<file path="config.mk">
export PLATFORM = sky130hd
export DESIGN_NAME = vas_seq
export DESIGN_NICKNAME = d
export VERILOG_FILES = /design/src/hw/rtl/vas_pkg.sv /design/src/hw/rtl/vas_seq.sv
export SDC_FILE = /design/constraint.sdc
export NUM_CORES = 1
export LEC_CHECK = 0
export ABC_AREA = 0
export BUFFER_PORTS_ARGS = -buffer_cell sky130_fd_sc_hd__buf_2
export CAP_MARGIN = 15
export CORE_MARGIN = 1
export CORE_UTILIZATION = 45
export DETAILED_ROUTE_END_ITERATION = 16
export MAX_ROUTING_LAYER = met4
export PLACE_DENSITY = 0.64
export SYNTH_ARGS = -nofsm -noshare
export SYNTH_HDL_FRONTEND = slang
export SYNTH_SLANG_ARGS = --single-unit
</file>
<file path="constraint.sdc">
create_clock -name clk -period 9.8 [get_ports clk]
set_input_delay 1.96 -clock clk [delete_from_list [all_inputs] [get_ports clk]]
set_output_delay 1.96 -clock clk [all_outputs]
set_load 0.005 [all_outputs]
</file>
<file path="src/hw/rtl/vas_pkg.sv">
package vas_pkg;

	localparam int EXT_W = 5;
	localparam int COORD_W = 4;
	localparam int CMP_W = 9;
	localparam int CNT_W = 13;
	localparam int FACE_W = 15;
	localparam int CFG_IDX_W = 2;
	localparam int FACES_PER_CELL = 6;

	typedef enum logic [1:0] {
		FN_LOAD    = 2'd0,
		FN_COMPUTE = 2'd1,
		FN_CLEAR   = 2'd2
	} func_t;

	typedef enum logic [CFG_IDX_W-1:0] {
		REG_EXTENT_X = 2'd0,
		REG_EXTENT_Y = 2'd1,
		REG_EXTENT_Z = 2'd2
	} reg_idx_t;

	typedef struct packed {
		logic [1:0]         func;
		logic [COORD_W-1:0] coord_x;
		logic [COORD_W-1:0] coord_y;
		logic [COORD_W-1:0] coord_z;
		logic               add_solid;
		logic               add_active;
	} cmd_t;

	typedef struct packed {
		logic              coord_error;
		logic [CNT_W-1:0]  solid_cells;
		logic [FACE_W-1:0] surface_faces;
		logic [CNT_W-1:0]  layer_cells;
		logic [CNT_W-1:0]  adsorbed_cells;
	} res_t;

endpackage

</file>
<file path="src/hw/rtl/vas_seq.sv">
module vas_seq import vas_pkg::*; #(
	parameter int MAX_X = 16,
	parameter int MAX_Y = 16,
	parameter int MAX_Z = 16,
	parameter int AW = 12
) (
	input  logic             clk,
	input  logic             arst_n,
	input  logic [CMP_W-1:0] ex,
	input  logic [CMP_W-1:0] ey,
	input  logic [CMP_W-1:0] ez,
	input  logic             in_valid,
	output logic             in_ready,
	input  cmd_t             cmd,
	output logic             out_valid,
	input  logic             out_ready,
	output res_t             res,
	output logic             mem_we,
	output logic [AW-1:0]    mem_waddr,
	output logic [1:0]       mem_wdata,
	output logic [AW-1:0]    mem_raddr,
	input  logic [1:0]       mem_rdata
);

	localparam int XW = (MAX_X > 1) ? $clog2(MAX_X) : 1;
	localparam int YW = (MAX_Y > 1) ? $clog2(MAX_Y) : 1;
	localparam int ZW = (MAX_Z > 1) ? $clog2(MAX_Z) : 1;
	localparam int DEPTH = MAX_X * MAX_Y * MAX_Z;

	typedef enum logic [6:0] {
		ST_INIT    = 7'b0000001,
		ST_IDLE    = 7'b0000010,
		ST_LOAD_RD = 7'b0000100,
		ST_LOAD_WR = 7'b0001000,
		ST_CLR     = 7'b0010000,
		ST_SCAN    = 7'b0100000,
		ST_DRAIN   = 7'b1000000
	} state_t;

	typedef enum logic [2:0] {
		STEP_C  = 3'd0,
		STEP_XM = 3'd1,
		STEP_XP = 3'd2,
		STEP_YM = 3'd3,
		STEP_YP = 3'd4,
		STEP_ZM = 3'd5,
		STEP_ZP = 3'd6
	} step_t;

	typedef struct packed {
		logic live;
		logic center;
		logic vld;
		logic last;
	} tag_t;

	function automatic logic [AW-1:0] cell_addr(logic [XW-1:0] x, logic [YW-1:0] y,
		logic [ZW-1:0] z);
		logic [31:0] a;
		a = (32'(x) * 32'(MAX_Y) + 32'(y)) * 32'(MAX_Z) + 32'(z);
		return a[AW-1:0];
	endfunction

	state_t             state_q;
	step_t              step_q;
	cmd_t               cmd_q;
	tag_t               tag_s1;
	logic [AW-1:0]      clr_cnt_q;
	logic [XW-1:0]      cx_q;
	logic [YW-1:0]      cy_q;
	logic [ZW-1:0]      cz_q;
	logic [1:0]         cen_q;
	logic [2:0]         nb_q;
	logic               out_valid_q;
	res_t               res_q;

	logic [CMP_W-1:0]   lx, ly, lz;
	logic               load_err;
	logic [AW-1:0]      load_addr;
	logic [XW-1:0]      nx;
	logic [YW-1:0]      ny;
	logic [ZW-1:0]      nz;
	logic               nvld;
	logic               x_last, y_last, z_last;
	logic               accept;
	logic [1:0]         load_bits;
	logic               hit;
	logic [2:0]         nb_tot;

	assign lx = CMP_W'(cmd_q.coord_x);
	assign ly = CMP_W'(cmd_q.coord_y);
	assign lz = CMP_W'(cmd_q.coord_z);
	assign load_addr = cell_addr(lx[XW-1:0], ly[YW-1:0], lz[ZW-1:0]);
	assign load_bits = {cmd_q.add_active, cmd_q.add_solid};
	assign load_err = (CMP_W'(cmd.coord_x) >= ex) || (CMP_W'(cmd.coord_y) >= ey) ||
		(CMP_W'(cmd.coord_z) >= ez);

	assign x_last = (CMP_W'(cx_q) + 1'b1) >= ex;
	assign y_last = (CMP_W'(cy_q) + 1'b1) >= ey;
	assign z_last = (CMP_W'(cz_q) + 1'b1) >= ez;

	// neighbor coordinates; an absent neighbor reads the center and is ignored
	always_comb begin
		nx = cx_q;
		ny = cy_q;
		nz = cz_q;
		nvld = 1'b1;
		case (step_q)
			STEP_C: begin
				nvld = 1'b1;
			end
			STEP_XM: begin
				nvld = cx_q != '0;
				if (nvld) nx = cx_q - 1'b1;
			end
			STEP_XP: begin
				nvld = !x_last;
				if (nvld) nx = cx_q + 1'b1;
			end
			STEP_YM: begin
				nvld = cy_q != '0;
				if (nvld) ny = cy_q - 1'b1;
			end
			STEP_YP: begin
				nvld = !y_last;
				if (nvld) ny = cy_q + 1'b1;
			end
			STEP_ZM: begin
				nvld = cz_q != '0;
				if (nvld) nz = cz_q - 1'b1;
			end
			STEP_ZP: begin
				nvld = !z_last;
				if (nvld) nz = cz_q + 1'b1;
			end
			default: begin
				nvld = 1'b0;
			end
		endcase
	end

	assign in_ready = (state_q == ST_IDLE) && (!out_valid_q || out_ready);
	assign accept = in_valid && in_ready;

	assign mem_raddr = (state_q == ST_SCAN) ? cell_addr(nx, ny, nz) : load_addr;
	assign mem_we = (state_q == ST_INIT) || (state_q == ST_CLR) || (state_q == ST_LOAD_WR);
	assign mem_waddr = (state_q == ST_LOAD_WR) ? load_addr : clr_cnt_q;
	assign mem_wdata = (state_q == ST_LOAD_WR) ? (mem_rdata | load_bits) : 2'b00;

	assign hit = tag_s1.vld && mem_rdata[0];
	assign nb_tot = nb_q + 3'(hit);

	always_ff @(posedge clk or negedge arst_n) begin
		if (!arst_n) begin
			state_q <= ST_INIT;
			step_q <= STEP_C;
			tag_s1 <= '0;
			clr_cnt_q <= '0;
			cx_q <= '0;
			cy_q <= '0;
			cz_q <= '0;
			out_valid_q <= 1'b0;
		end else begin
			if (out_ready) out_valid_q <= 1'b0;
			tag_s1 <= '0;
			case (state_q)
				ST_INIT, ST_CLR: begin
					clr_cnt_q <= clr_cnt_q + 1'b1;
					if (clr_cnt_q == AW'(DEPTH - 1)) begin
						clr_cnt_q <= '0;
						state_q <= ST_IDLE;
						if (state_q == ST_CLR) out_valid_q <= 1'b1;
					end
				end
				ST_IDLE: begin
					if (accept) begin
						case (cmd.func)
							FN_LOAD: begin
								if (load_err) out_valid_q <= 1'b1;
								else state_q <= ST_LOAD_RD;
							end
							FN_COMPUTE: begin
								step_q <= STEP_C;
								cx_q <= '0;
								cy_q <= '0;
								cz_q <= '0;
								state_q <= ST_SCAN;
							end
							FN_CLEAR: begin
								clr_cnt_q <= '0;
								state_q <= ST_CLR;
							end
							default: begin
								out_valid_q <= 1'b1;
							end
						endcase
					end
				end
				ST_LOAD_RD: begin
					state_q <= ST_LOAD_WR;
				end
				ST_LOAD_WR: begin
					out_valid_q <= 1'b1;
					state_q <= ST_IDLE;
				end
				ST_SCAN: begin
					tag_s1 <= '{live: 1'b1, center: step_q == STEP_C, vld: nvld,
						last: step_q == STEP_ZP};
					if (step_q == STEP_ZP) begin
						step_q <= STEP_C;
						if (!z_last) begin
							cz_q <= cz_q + 1'b1;
						end else begin
							cz_q <= '0;
							if (!y_last) begin
								cy_q <= cy_q + 1'b1;
							end else begin
								cy_q <= '0;
								if (!x_last) cx_q <= cx_q + 1'b1;
								else state_q <= ST_DRAIN;
							end
						end
					end else begin
						step_q <= step_t'(step_q + 3'd1);
					end
				end
				ST_DRAIN: begin
					out_valid_q <= 1'b1;
					state_q <= ST_IDLE;
				end
				default: begin
					state_q <= ST_IDLE;
				end
			endcase
		end
	end

	// result registers double as the scan accumulators
	always_ff @(posedge clk) begin
		if (accept) begin
			cmd_q <= cmd;
			res_q <= '0;
			res_q.coord_error <= (cmd.func == FN_LOAD) && load_err;
		end
		if (tag_s1.live) begin
			if (tag_s1.center) begin
				cen_q <= mem_rdata;
				nb_q <= '0;
			end else if (tag_s1.last) begin
				if (cen_q[0]) begin
					res_q.solid_cells <= res_q.solid_cells + 1'b1;
					res_q.surface_faces <= res_q.surface_faces +
						FACE_W'(3'(FACES_PER_CELL) - nb_tot);
				end else if (nb_tot != '0) begin
					res_q.layer_cells <= res_q.layer_cells + 1'b1;
				end
				if (cen_q[1] && nb_tot != '0) begin
					res_q.adsorbed_cells <= res_q.adsorbed_cells + 1'b1;
				end
			end else begin
				nb_q <= nb_tot;
			end
		end
	end

	assign out_valid = out_valid_q;
	assign res = res_q;

endmodule

</file>
# Yosys cells after proc, flatten, opt, wreduce, memory -nomap -nowiden
# Index checks and enable logic that the tools add are counted.
word_totals:
  inputBits: 49
  word_cells: 171
  ff_bits: 113
  output_inout_bits: 84
classes:
  n_eq_ne: 27
  bitwise_logic: 1
  order_cmp: 6
  addsub: 21
  n_mux: 60
  reduce_logical: 33
op_table:
  columns: ["op", "count"]
  rows:
  - ["54-bit two-way mux", 4]
  - ["4-bit two-way mux", 17]
  - ["12-bit two-way mux", 5]
  - ["7-bit two-way mux", 7]
  - ["4-bit case mux with 2 select lines", 6]
  - ["13-bit by 1-bit adder with 13-bit output (second input constant)", 3]
  - ["13-bit two-way mux", 3]
  - ["28-bit two-way mux", 1]
  - ["7-bit case mux with 4 select lines", 1]
  - ["4-bit by 9-bit greater-or-equal comparator with 1-bit output", 3]
  - ["5-bit by 9-bit greater-or-equal comparator with 1-bit output", 3]
  - ["12-bit by 4-bit adder with 12-bit output", 2]
  - ["12-bit case mux with 2 select lines", 1]
  - ["7-bit case mux with 3 select lines", 1]
  - ["8-bit by 4-bit adder with 8-bit output", 2]
  - ["15-bit adder", 1]
  - ["4-bit by 1-bit adder with 5-bit output (second input constant)", 3]
  - ["12-bit by 1-bit adder with 12-bit output (second input constant)", 1]
  - ["4-bit by 1-bit adder with 4-bit output (second input constant)", 3]
  - ["12-bit equality test (second input constant)", 1]
  - ["3-bit two-way mux", 4]
  - ["4-bit nonzero test", 3]
  - ["4-bit by 1-bit subtractor with 4-bit output (second input constant)", 3]
  - ["2-bit != test (second input constant)", 5]
  - ["other kinds (39)", 65]

# Depth between registers and ports, before layout
depth:
  word_depth: 10
  mapped_depth: 13
  mapped_depth_nobuf: 13

# Worst setup path after synthesis
# OpenSTA, ideal clock, no wires.
synth_path:
  kind: "input port to output port"
  from: "in ez[4]"
  to: "out mem_raddr[0]"
  arrival_ps: 3747
  n_path_buf: 0
  t_required_ps: 7840
  setup_slack_ps: 4093
  cell_stages: 9
  cell_sequence: "inv_1 -> ha_1 -> and2_0 -> o21a_1 -> a41oi_1 -> ha_1 -> o22ai_1 -> a31oi_1 -> o21ai_0"
synth_via:
  elab_chain_len: 5
synth_rtl:
  columns: ["element", "line_no", "rtl"]
  rows:
  - ["from (decl)", "vas_seq.sv:11", "input logic [CMP_W-1:0] ez,"]
  - ["5-bit by 9-bit greater-or-equal comparator with 1-bit output", "vas_seq.sv:100", "assign z_last = (CMP_W'(cz_q) + 1'b1) >= ez;"]
  - ["4-bit two-way mux", "vas_seq.sv:134", "if (nvld) nz = cz_q + 1'b1;"]
  - ["4-bit case mux with 2 select lines", "vas_seq.sv:108", "case (step_q)"]
  - ["12-bit by 4-bit adder with 12-bit output", "vas_seq.sv:60", "a = (32'(x) * 32'(MAX_Y) + 32'(y)) * 32'(MAX_Z) + 32'(z);"]
  - ["12-bit two-way mux", "vas_seq.sv:145", "assign mem_raddr = (state_q == ST_SCAN) ? cell_addr(nx, ny, nz) : load_addr;"]
  - ["to (decl)", "vas_seq.sv:21", "output logic [AW-1:0] mem_raddr,"]
# No other way between the ends.

# Final worst setup path
# Same ends and word-level chain as after synthesis.

==> qor.csv <==
stage,metric,value,unit
run_status,status,"complete, no violations",
yosys,synth_ff_type,dfxtp_1,
yosys,syn-num-nets,927,
placed_design,dp_hpwl,12800,µm
die,core,0.0154,mm²
drt,drtIter0Drc,403,
timing,worst_slack,3.40,ns
power_and_ir_drop,seq_power_share,35.3,%
timing,timing.fmax,156,MHz
grt,grtUsageTotal,22.8,%
timing,setup_tns,0,ns
cts,post_cts_resized,0,
cts,cts_buffers,17,
yosys,synthTopCellsByArea,"dfxtp_1, dfrtp_1, ha_1",
power_and_ir_drop,swShare,32.2,%
run,drv_cap,0,
yosys,async_flop_share,34.5,%
power_and_ir_drop,p_comb_share,23.4,%
yosys,yosysMostFrequentCell,o21ai_0,
cts,clockBufferDepth,2,
timing,setup_viol,0,
yosys,avgSynthCellArea,8.77,µm²
yosys,synth_edf_count,20,
cts,path_clk_slew,0.06,ns
yosys,synthTopCellsByCount,"o21ai_0, nand2_1, nor2_1, ha_1, dfxtp_1",
drt,wl_per_cell,15.2,µm
die,die_y,128,µm
drt,routed_wl,17700,µm
cells_and_area,fin_area,0.00865,mm²
yosys,synth_top_area_share,15.1,%
yosys,ys_ff_latch,113,
worst_setup_path,crit_required,7.84,ns
cts,worstSkewPairLatency,0.42,ns
yosys,ys_seq_area_share,37.2,%
yosys,ys_types,70,
placed_design,placed_area,0.00800,mm²
grt,grt_start_max_net_pins,40,
grt,grt_pass1_vias,5903,
cells_and_area,fill_cells,1444,
drt,drc_errors,0,
cells_and_area,diodes,0,
cts,cts-htree-levels,4,
drt,vias_per_cell,5.47,
placed_design,io_buffers,132,
die,rows,45,
power_and_ir_drop,power_density,192,mW/mm²
cells_and_area,layout-drive-gt1-share,20.3,%
power_and_ir_drop,irDropWorstVdd,145,µV
power_and_ir_drop,p_int,1.13,mW
timing,finalCritPeriodShare,65.3,%
cts,cts_root_buf,clkbuf_16,
cts,clock-sinks,113,
timing,tightest_slew,1.04,ns
worst_setup_path,critPathArrivalTime,4.44,ns
die,chipWidth,128,µm
worst_setup_path,start_kind,input pin,
yosys,postSynthCellCount,815,
placed_design,finalWeightedCongestion,0.874,
timing,slew_violations,0,
cells_and_area,num-nets-final,1054,
cells_and_area,areaGrowthSynthToFinish,21.1,%
worst_setup_path,crit_type,in2out,
power_and_ir_drop,switchingPower,0.536,mW
worst_setup_path,crit_fanout,9,
cts,cts_setup_buffers,0,
timing,min_period,6.40,ns
yosys,ys.warnings.count,0,
drt,drtPass1Iterations,5,
drt,antenna_left,0,
grt,overflow,0,
grt,grt_pass1_wl,28600,µm
yosys,yosys.area.top_type,dfxtp_1,
die,start_util,46.5,%
timing,finalHoldViolCount,0,
timing,timing.slew.headroom,30.1,%
worst_setup_path,end_kind,output pin,
die,io_pins,133,
hold_path,hold_class,reg2reg,
yosys,syn_area,0.00715,mm²
grt,antenna_found_initial,0,
power_and_ir_drop,p_clk_share,41.4,%
cts,postCtsHoldBufs,0,
placed_design,post-place-ws,3.51,ns
die,die_area,0.0164,mm²
power_and_ir_drop,p_leak,4.09,nW
cts,cts_tree,yes,
drt,vias,6379,
timing,finalClockSkew,0.00986,ns
timing,rsz0062_at_grt,no,
## layout by cell type, fill, tap and decap left out, types with 7 or more instances in the layout
| master | netlist | routed |
|---|---|---|
| a21o_1 | 9 | 9 |
| a21oi_1 | 37 | 37 |
| a22o_1 | 9 | 9 |
| a31oi_1 | 7 | 7 |
| and2_1 | 10 | 10 |
| and3_1 | 22 | 22 |
| buf_2 | 2 | 132 |
| clkbuf_16 | 0 | 20 |
| dfrtp_1 | 38 | 38 |
| dfxtp_1 | 54 | 54 |
| edfxtp_1 | 20 | 20 |
| ha_1 | 62 | 62 |
| inv_1 | 39 | 39 |
| mux2_2 | 13 | 13 |
| nand2_1 | 88 | 88 |
| nand2b_1 | 15 | 15 |
| nand3_1 | 29 | 29 |
| nand4_1 | 13 | 13 |
| nor2_1 | 66 | 65 |
| nor2b_1 | 12 | 12 |
| nor3_1 | 7 | 7 |
| o21a_1 | 7 | 7 |
| o21ai_0 | 89 | 89 |
| xnor2_1 | 24 | 24 |
| xor2_1 | 20 | 20 |
## registers in the layout (all words and copies together) (netlist names)
| register | flops |
|---|---|
| nb_q | 3 |
| cz_q | 4 |
| res | 55 |
| tag_s1 | 4 |
| clr_cnt_q | 12 |
| cx_q | 4 |
| cen_q | 2 |
| state_q | 7 |
| cmd_q | 14 |
| out_valid | 1 |
| step_q | 3 |
| cy_q | 4 |
## per-stage QoR
stage | hold WS, ns | utilization, % | total power, mW | cells
3_5_place_dp | 0.453 | 52.0 | 0.979 | 1134
5_1_grt | 0.490 | 56.3 | 1.75 | 1166
2_1_floorplan | 0.453 | - | 0.835 | 815
3_3_place_gp | 0.441 | 52.0 | 0.978 | 1134
6_report | 0.458 | 56.3 | 1.66 | 1166
4_1_cts | 0.461 | 56.3 | 1.67 | 1166
## layout make-up
type | instances | area, µm² | area share, %
Clock inverter | 9 | 138 | 1.59
Timing Repair Buffer | 134 | 676 | 7.81
Tap cell | 211 | 264 | 3.05
Multi-Input combinational cell | 636 | 4250 | 49.1
Sequential cell | 113 | 2660 | 30.7
Clock buffer | 23 | 522 | 6.03
Inverter | 40 | 150 | 1.73
## layer usage
metal,global-route usage (%),routed length (µm),vias up
li1,-,-,3202
met1,30.1,8580,2981
met2,35.7,8000,184
met3,5.05,958,12
met4,5.40,170,0
met5,-,0,-
## power groups by stage
stage | Clock [mW] | Sequential, mW | Combinational [mW]
finish | 0.688 | 0.586 | 0.388
global route | 0.722 | 0.595 | 0.431
CTS | 0.696 | 0.585 | 0.389
detailed placement | 0 | 0.594 | 0.385
global placement | 0 | 0.594 | 0.384
floorplan | 0 | 0.567 | 0.268
## final timing paths
path	from	end	slack, ns	depth (start not counted)
min	res[12]$_DFF_P_	res[12]$_DFF_P_	0.46	1
max	ez[4]	mem_raddr[0]	3.40	11
max in group asynchronous	arst_n	cz_q[2]$_DFFE_PN0P_	7.49	1
min reg2reg	res[12]$_DFF_P_	res[12]$_DFF_P_	0.46	1
min in group asynchronous	arst_n	cx_q[2]$_DFFE_PN0P_	1.69	1
max reg2reg	tag_s1[1]$_DFF_PN0_	res[40]$_DFF_P_	6.27	14
## cells by family (layout without fill, tap and decap cells)
kind of cell | Yosys count | count (layout) | synth area share [%]
adder cells (fa/ha/maj) | 63 | 63 | 11.1
XOR/XNOR | 44 | 44 | 5.39
AND/OR/NAND/NOR | 297 | 297 | 21.1
flip-flops | 113 | 113 | 37.2
AO/OA/AOI/OAI | 213 | 213 | 18.8
multiplexers | 19 | 19 | 2.89
buffers and inverters | 66 | 206 | 3.50
## critical path, cell delays in order
cell and delay [ns]:
buf_2 0.07, inv_1 0.05, ha_1 0.30, and2_0 0.14, o21a_1 0.16, a41oi_1 0.62
ha_1 0.37, o22ai_1 0.16, a31oi_1 0.05, o21ai_0 0.35, buf_2 0.20
Power figures use the tool's default switching activity.
